[src/sv/mqpd_pkg.sv]
// mqpd_pkg: types, character constants and lookup functions for the
// encoded-word decoder. No dependencies.
`timescale 1ns / 1ps

package mqpd_pkg;

    localparam int OUT_CNT_W = 12;

    localparam logic [7:0] CH_NUL   = 8'h00;
    localparam logic [7:0] CH_QMARK = 8'h3F;
    localparam logic [7:0] CH_UNDER = 8'h5F;
    localparam logic [7:0] CH_EQ    = 8'h3D;
    localparam logic [7:0] CH_CR    = 8'h0D;
    localparam logic [7:0] CH_LF    = 8'h0A;
    localparam logic [7:0] CH_SPACE = 8'h20;
    localparam logic [7:0] CH_PLUS  = 8'h2B;
    localparam logic [7:0] CH_SLASH = 8'h2F;

    localparam logic [5:0] B64_PLUS  = 6'd62;
    localparam logic [5:0] B64_SLASH = 6'd63;

    typedef enum logic [1:0] {
        PH_IDLE = 2'd0,
        PH_ESC  = 2'd1,
        PH_HEX  = 2'd2,
        PH_DROP = 2'd3
    } t_phase;

    typedef enum logic [1:0] {
        KIND_BYTE = 2'd0,
        KIND_OK   = 2'd1,
        KIND_ERR  = 2'd2
    } t_kind;

    typedef struct packed {
        logic                 valid;
        logic [7:0]           data;
        t_kind                kind;
        logic [OUT_CNT_W-1:0] count;
        logic                 last;
    } t_result;

    // {ok, value}
    function automatic logic [4:0] hex_value(input logic [7:0] c);
        logic [4:0] r;
        r = 5'd0;
        if (c inside {[8'h30:8'h39]}) begin
            r = {1'b1, 4'(c - 8'h30)};
        end else if (c inside {[8'h61:8'h66]}) begin
            r = {1'b1, 4'(c - 8'h57)};
        end else if (c inside {[8'h41:8'h46]}) begin
            r = {1'b1, 4'(c - 8'h37)};
        end
        return r;
    endfunction

    // {ok, value}
    function automatic logic [6:0] b64_value(input logic [7:0] c);
        logic [6:0] r;
        r = 7'd0;
        if (c inside {[8'h41:8'h5A]}) begin
            r = {1'b1, 6'(c - 8'h41)};
        end else if (c inside {[8'h61:8'h7A]}) begin
            r = {1'b1, 6'(c - 8'h47)};
        end else if (c inside {[8'h30:8'h39]}) begin
            r = {1'b1, 6'(c + 8'h04)};
        end else if (c == CH_PLUS) begin
            r = {1'b1, B64_PLUS};
        end else if (c == CH_SLASH) begin
            r = {1'b1, B64_SLASH};
        end
        return r;
    endfunction

endpackage

[src/sv/mqpd_core.sv]
// mqpd_core: per-word decode state and the one-byte step for both modes.
// Depends on mqpd_pkg.
`timescale 1ns / 1ps

module mqpd_core #(
    parameter int COUNT_WIDTH = 12
) (
    input  logic               i_clk,
    input  logic               i_rst_n,
    input  logic               i_cfg_we,
    input  logic               i_cfg_data,
    input  logic               i_step,
    input  logic [7:0]         i_byte,
    output mqpd_pkg::t_result  o_res
);

    localparam int EXT_W = (COUNT_WIDTH > mqpd_pkg::OUT_CNT_W) ? COUNT_WIDTH
                                                               : mqpd_pkg::OUT_CNT_W;
    localparam logic [COUNT_WIDTH-1:0] COUNT_MAX = {COUNT_WIDTH{1'b1}};

    logic                   r_mode;
    mqpd_pkg::t_phase       r_phase, n_phase;
    logic [3:0]             r_nib, n_nib;
    logic [11:0]            r_pool, n_pool;
    logic [3:0]             r_bits, n_bits;
    logic [COUNT_WIDTH-1:0] r_count, n_count;

    logic                   term;
    logic [4:0]             hex;
    logic [6:0]             b64;
    logic [11:0]            pool_sh;
    logic [3:0]             bits_add;
    logic [3:0]             rem;
    logic [COUNT_WIDTH-1:0] count_inc;
    logic [EXT_W-1:0]       cur_ext, inc_ext;
    logic                   err;

    always_comb begin
        term      = (i_byte == mqpd_pkg::CH_QMARK) || (i_byte == mqpd_pkg::CH_NUL);
        hex       = mqpd_pkg::hex_value(i_byte);
        b64       = mqpd_pkg::b64_value(i_byte);
        pool_sh   = {r_pool[5:0], b64[5:0]};
        bits_add  = r_bits + 4'd6;
        rem       = bits_add - 4'd8;
        count_inc = (r_count < COUNT_MAX) ? r_count + 1'b1 : r_count;
        cur_ext   = EXT_W'(r_count);
        inc_ext   = EXT_W'(count_inc);

        n_phase = r_phase;
        n_nib   = r_nib;
        n_pool  = r_pool;
        n_bits  = r_bits;
        n_count = r_count;
        err     = 1'b0;

        o_res.valid = 1'b0;
        o_res.data  = 8'h00;
        o_res.kind  = mqpd_pkg::KIND_BYTE;
        o_res.count = inc_ext[mqpd_pkg::OUT_CNT_W-1:0];
        o_res.last  = 1'b0;

        if (r_mode) begin
            if (term) begin
                o_res.valid = 1'b1;
                o_res.kind  = mqpd_pkg::KIND_OK;
                o_res.count = cur_ext[mqpd_pkg::OUT_CNT_W-1:0];
                o_res.last  = 1'b1;
                n_phase = mqpd_pkg::PH_IDLE;
                n_nib   = 4'd0;
                n_pool  = 12'd0;
                n_bits  = 4'd0;
                n_count = '0;
            end else if (b64[6]) begin
                n_pool = pool_sh;
                n_bits = bits_add;
                if (bits_add >= 4'd8) begin
                    // six new bits complete a byte; keep the remainder
                    n_bits      = rem;
                    o_res.valid = 1'b1;
                    o_res.data  = 8'(pool_sh >> rem);
                    n_pool      = pool_sh & ((12'd1 << rem) - 12'd1);
                    n_count     = count_inc;
                end
            end
        end else begin
            case (r_phase)
                mqpd_pkg::PH_ESC: begin
                    if (i_byte == mqpd_pkg::CH_CR || i_byte == mqpd_pkg::CH_LF) begin
                        n_phase = mqpd_pkg::PH_IDLE;
                    end else if (hex[4]) begin
                        n_nib   = hex[3:0];
                        n_phase = mqpd_pkg::PH_HEX;
                    end else begin
                        err = 1'b1;
                    end
                end
                mqpd_pkg::PH_HEX: begin
                    if (hex[4]) begin
                        n_phase     = mqpd_pkg::PH_IDLE;
                        n_nib       = 4'd0;
                        o_res.valid = 1'b1;
                        o_res.data  = {r_nib, hex[3:0]};
                        n_count     = count_inc;
                    end else begin
                        err = 1'b1;
                    end
                end
                mqpd_pkg::PH_DROP: begin
                    if (term) begin
                        n_phase = mqpd_pkg::PH_IDLE;
                        n_nib   = 4'd0;
                        n_pool  = 12'd0;
                        n_bits  = 4'd0;
                        n_count = '0;
                    end
                end
                default: begin
                    if (term) begin
                        o_res.valid = 1'b1;
                        o_res.kind  = mqpd_pkg::KIND_OK;
                        o_res.count = cur_ext[mqpd_pkg::OUT_CNT_W-1:0];
                        o_res.last  = 1'b1;
                        n_phase = mqpd_pkg::PH_IDLE;
                        n_nib   = 4'd0;
                        n_pool  = 12'd0;
                        n_bits  = 4'd0;
                        n_count = '0;
                    end else if (i_byte == mqpd_pkg::CH_EQ) begin
                        n_phase = mqpd_pkg::PH_ESC;
                    end else begin
                        o_res.valid = 1'b1;
                        o_res.data  = (i_byte == mqpd_pkg::CH_UNDER) ? mqpd_pkg::CH_SPACE
                                                                      : i_byte;
                        n_count     = count_inc;
                    end
                end
            endcase

            // bad or missing hex digit: report, then swallow up to the terminator
            if (err) begin
                o_res.valid = 1'b1;
                o_res.kind  = mqpd_pkg::KIND_ERR;
                o_res.count = cur_ext[mqpd_pkg::OUT_CNT_W-1:0];
                o_res.last  = 1'b1;
                n_phase = term ? mqpd_pkg::PH_IDLE : mqpd_pkg::PH_DROP;
                n_nib   = 4'd0;
                n_pool  = 12'd0;
                n_bits  = 4'd0;
                n_count = '0;
            end
        end
    end

    always_ff @(posedge i_clk) begin
        if (!i_rst_n) begin
            r_mode  <= 1'b0;
            r_phase <= mqpd_pkg::PH_IDLE;
            r_nib   <= 4'd0;
            r_pool  <= 12'd0;
            r_bits  <= 4'd0;
            r_count <= '0;
        end else begin
            if (i_cfg_we) begin
                r_mode <= i_cfg_data;
            end
            if (i_step) begin
                r_phase <= n_phase;
                r_nib   <= n_nib;
                r_pool  <= n_pool;
                r_bits  <= n_bits;
                r_count <= n_count;
            end
        end
    end

endmodule

[src/sv/mime_qp_base64_word_decoder_top.sv]
// Top level of the encoded-word decoder: input handshake, result register.
// Depends on mqpd_pkg and mqpd_core.
// A result is registered and is valid in the cycle after the input transfer that causes it.
// Throughput: one input byte per cycle; the registered state update in
// mqpd_core sets this, and the result register lets a new byte in while a
// result waits as long as the output side takes it in the same cycle.
// Reset (synchronous, active low) clears the mode, all word state and the result valid.
`timescale 1ns / 1ps

module mime_qp_base64_word_decoder_top #(
    parameter int COUNT_WIDTH = 12
) (
    input  logic        i_clk,
    input  logic        i_rst_n,
    input  logic        i_cfg_we,
    input  logic        i_cfg_data,
    input  logic        i_in_valid,
    output logic        o_in_ready,
    input  logic [7:0]  i_in_byte,
    output logic        o_out_valid,
    input  logic        i_out_ready,
    output logic [7:0]  o_out_byte,
    output logic [1:0]  o_kind,
    output logic [11:0] o_byte_count,
    output logic        o_last
);

    mqpd_pkg::t_result res;
    mqpd_pkg::t_result r_out;
    logic              r_out_valid;
    logic              accept;

    assign o_in_ready = !r_out_valid || i_out_ready;
    assign accept     = i_in_valid && o_in_ready;

    mqpd_core #(
        .COUNT_WIDTH(COUNT_WIDTH)
    ) u_core (
        .i_clk      (i_clk),
        .i_rst_n    (i_rst_n),
        .i_cfg_we   (i_cfg_we),
        .i_cfg_data (i_cfg_data),
        .i_step     (accept),
        .i_byte     (i_in_byte),
        .o_res      (res)
    );

    always_ff @(posedge i_clk) begin
        if (!i_rst_n) begin
            r_out_valid <= 1'b0;
        end else if (accept) begin
            r_out_valid <= res.valid;
        end else if (i_out_ready) begin
            r_out_valid <= 1'b0;
        end
    end

    // payload loads on every transfer
    always_ff @(posedge i_clk) begin
        if (accept) begin
            r_out <= res;
        end
    end

    assign o_out_valid  = r_out_valid;
    assign o_out_byte   = r_out.data;
    assign o_kind       = r_out.kind;
    assign o_byte_count = r_out.count;
    assign o_last       = r_out.last;

endmodule
[config.mk]
export PLATFORM = sky130hd
export DESIGN_NAME = mime_qp_base64_word_decoder_top
export DESIGN_NICKNAME = d
export VERILOG_FILES = /design/src/sv/mqpd_pkg.sv /design/src/sv/mqpd_core.sv /design/src/sv/mime_qp_base64_word_decoder_top.sv
export SDC_FILE = /design/constraint.sdc
export NUM_CORES = 1
export LEC_CHECK = 0
export BUFFER_PORTS_ARGS = -buffer_cell sky130_fd_sc_hd__buf_2
export CORE_ASPECT_RATIO = 0.8
export CORE_MARGIN = 5
export CORE_UTILIZATION = 60
export CTS_BUF_LIST = sky130_fd_sc_hd__clkbuf_16
export CTS_CLUSTER_DIAMETER = 30
export CTS_CLUSTER_SIZE = 8
export DETAILED_ROUTE_END_ITERATION = 10
export GPL_TIMING_DRIVEN = 0
export PLACE_DENSITY = 0.81
export SLEW_MARGIN = 25
export SYNTH_ARGS = -nofsm -noshare
export SYNTH_HDL_FRONTEND = slang
export SYNTH_SLANG_ARGS = --single-unit
[constraint.sdc]
create_clock -name i_clk -period 4.72 [get_ports i_clk]
set_clock_uncertainty 0.1 [all_clocks]
set_input_delay 0.944 -clock i_clk [delete_from_list [all_inputs] [get_ports i_clk]]
set_output_delay 0.944 -clock i_clk [all_outputs]
set_load 0.02 [all_outputs]
==> run_results.csv <==
group,metric,value,unit
outcome,status,"complete, no violations",
global_routing,grt_pass1_wl,18300,microns
clock_network,post_cts_buffers,0,
yosys,async_flop_share,0,%
final_layout,drive_gt1_share,16.6,%
floorplanning,initial_utilization,61.3,%
setup_path,required,4.65,ns
placed_design,place_hpwl,8540,microns
sta,worstMarginPinSlew,0.730,ns
setup_path,critical_path.top_delay_family,"compound AO/OA/AOI/OAI gates",
clock_network,cts.sinks,52,
placed_design,io_buffers,36,
yosys,synth_cells,437,
final_layout,final_cell_area,0.00434,sq mm
clock_network,clkLatencyLatePin,0.29,ns
power,power_density,247,mW/mm^2
worst_hold_path,min_to,"u_core.r_pool[4]",
drt,routed_via_density,6.82,
drt,drt_iter0_markers,524,
setup_path,end_kind,"flop",
yosys,ys_seq_elements,52,
clock_network,cts_max_level,2,
global_routing,grt_antenna_before_repair,0,
drt,first_pass_iters,5,
final_layout,final_util,68.0,%
setup_path,worstReg2RegEnd,"u_core.cur_ext[7]",
setup_path,cp_num_buf_inv,2,
job,drv_cap,0,
setup_path,r2r-start,"u_core.r_bits[1]",
drt,routed_wl,11300,microns
yosys,syn_nets,472,
power,p_leak,0.00168,uW
setup_path,cp_cell_sequence,"buf_2, clkinv_1, ha_1, a211oi_1, nor3_1, o2bb2ai_1, a211oi_1, a211oi_1, a311o_1",
drt,wl_per_cell,19.9,microns
final_layout,diodes,0,
setup_path,path_common_cell,"a211oi_1",
floorplanning,die_area,0.00824,sq mm
yosys,synth.avg_cell_area,8.94,sq um
clock_network,numCtsBuffers,5,
setup_path,critical_path_arrival,4.10,ns
clock_network,cts_tree,"done",
drt,drc_errors,0,
sta,final_max_slew_viol_count,0,
setup_path,critPathSlowestCell,"a211oi_1",
sta,layout_min_cycle_time,4.17,ns
yosys,synth_top_cell_by_area,"edfxtp_1",
setup_path,critical_path_class,"primary input to flop",
sta,rsz0062_at_grt,"no",
floorplanning,core_area,0.00638,sq mm
yosys,synth.area.top_cells,"edfxtp_1 (18%), dfxtp_1 (15%), ha_1 (6.7%), a21oi_1 (3.3%), nor2_1 (3.3%)",
setup_path,cpPeakStageDelay,0.66,ns
yosys,synthFlopType,"dfxtp_1",
final_layout,final_nets,515,
yosys,yosys_warnings,0,
worst_hold_path,hold_depth,2,
worst_hold_path,hp-start,"u_core.r_pool[4]",
floorplanning,die_h,82.2,microns
setup_path,r2r_cells,8,
final_layout,syn2layout_area_growth,11.0,%
placed_design,place.gp.congestion,0.974,
worst_hold_path,min_path_type,"flop to flop",
sta,period_share,88.3,%
global_routing,grt_max_degree,32,
clock_network,clkTransAtPathRegs,0.07,ns
global_routing,overflow,0,
placed_design,dpl_cell_area,0.00419,sq mm
clock_network,cts_hold_buf,0,
yosys,netlist.area_leader.share,17.7,%
yosys,synth.distinct_cells,81,
clock_network,clockBufferDepth,2,
setup_path,worst-path-max-fanout,9,
clock_network,ctsResizeCount,0,
setup_path,worst-r2r-setup-slack,1.41,ns
yosys,syn-cell-area,0.00391,sq mm
global_routing,grt.total_usage,28.0,%
sta,setup_tns,0,ns
clock_network,cts_root_buf,"clkbuf_16",
global_routing,grt_pass1_vias,3516,
drt,route.vias.total,3856,
sta,max_clock_freq,240,MHz
sta,hold_viol_final,0,
power,vdd_drop_max,237,uV
setup_path,critPathLaunchType,"primary input",
floorplanning,chipWidth,100,microns
drt,ant_nets,0,
floorplanning,rows,26,
yosys,yosysSeqAreaShare,32.5,%
floorplanning,ios,39,
yosys,synth_edf_count,23,
sta,setup-violations-final,0,
sta,slew_headroom,51.0,%
setup_path,startpoint,"i_in_byte[3]",
==> cell type report <==
class,count,area [sq um]
timing repair buffer,36,180
clock buffer,5,125
tap,84,105
multi-input combinational,344,2440
sequential,52,1270
clock inverter,3,18.8
buffer,21,125
fill,540,2040
inverter,20,75.1
==> per-layer routing <==
metal / vias up / part of all wire (%) / wire, microns / GRT usage [%]
li1: 1756 / - / - / -
met1: 1850 / 46 / 5150 / 42.0
met2: 227 / 43 / 4820 / 42.2
met3: 23 / 10 / 1140 / 5.21
met4: 0 / 1.4 / 163 / 5.38
met5: - / 0 / 0 / 0
==> sequential cells by signal, indices dropped and copies added (netlist names) <==
register	cells
u_core.r_mode	1
o_kind	2
u_core.cur_ext	12
o_last	1
u_core.r_pool	6
o_out_valid	1
u_core.r_bits	3
o_out_byte	8
u_core.r_phase	2
o_byte_count	12
u_core.r_nib	4
==> metrics by stage <==
| stage | worst slack (ns) | hold WS [ns] | cells | power, uW |
|---|---|---|---|---|
| after floorplan | 1.23 | 0.338 | 437 | 649 |
| after CTS | 0.642 | 0.370 | 565 | 1070 |
| after global routing | 0.371 | 0.401 | 565 | 1110 |
| final | 0.554 | 0.364 | 565 | 1070 |
| after detailed placement | 0.335 | 0.361 | 557 | 714 |
| after global placement | 0.346 | 0.352 | 557 | 710 |
==> synthesized netlist by cell type (all sizes together), types with 3 or more instances <==
master	number
nor2	35
nand2	32
dfxtp	29
a21oi	26
edfxtp	23
ha	21
inv	17
nor3	15
nand3	12
o21ai	12
clkbuf	11
buf	10
nor3b	10
and3	9
xnor2	9
a21boi	8
a31oi	8
nand4	8
nor2b	8
a211o	7
a211oi	6
a32o	6
mux2i	6
xor2	6
a32oi	5
and2	5
o221a	5
o22ai	5
o2bb2ai	5
a22oi	4
a2bb2oi	4
nand2b	4
nor4	4
o21a	4
o221ai	4
or3	4
a21o	3
and4	3
clkinv	3
mux2	3
or2	3
==> how the worst max path moves through the flow <==
stage / to / slack (ns) / cells past startpoint
detailed placement: o_out_byte[4] / 0.34 / 9
finish: o_out_byte[4] / 0.55 / 9
floorplan: o_byte_count[1] / 1.23 / 12
global placement: o_out_byte[4] / 0.35 / 9
global route: o_out_byte[4] / 0.37 / 9
CTS: o_out_byte[4] / 0.64 / 9
==> cells by family after synthesis <==
group	after synthesis	share of synthesized area [%]
XOR/XNOR	15	3.36
other	1	0.0960
AO/OA/AOI/OAI	138	27.2
AND/OR/NAND/NOR	160	22.6
buffers and inverters	41	5.12
adder cells (fa/ha/maj)	21	6.72
flip-flops	52	32.5
multiplexers	9	2.40
==> power by group <==
group / total, uW / switching, uW / internal (uW)
clock: 361 / 165 / 196
combinational: 209 / 140 / 69.9
sequential: 500 / 8.13 / 492
total: 1070 / 313 / 757
==> layout by cell type (no fill, tap or decap), drive strengths merged, types with 10 or more instances in the layout <==
| master | Yosys | routed |
|---|---|---|
| nand3 | 12 | 12 |
| nand2 | 32 | 32 |
| buf | 10 | 46 |
| dfxtp | 29 | 29 |
| a21oi | 26 | 26 |
| ha | 21 | 21 |
| o21ai | 12 | 12 |
| nor2 | 35 | 35 |
| nor3b | 10 | 10 |
| nor3 | 15 | 15 |
| edfxtp | 23 | 23 |
| inv | 17 | 18 |
| clkbuf | 11 | 16 |
==> worst reg2reg max path, delay by kind of cell, from the launching register on <==
kind	cells	cell delay [ns]
AOI/OAI and AO/OA	4	1.20
xor gates and xnor gates	1	0.57
DFF	1	0.53
buffers and inverters	2	0.52
adders and majority gates	1	0.27
No activity file was read; power rests on OpenSTA's default activity.
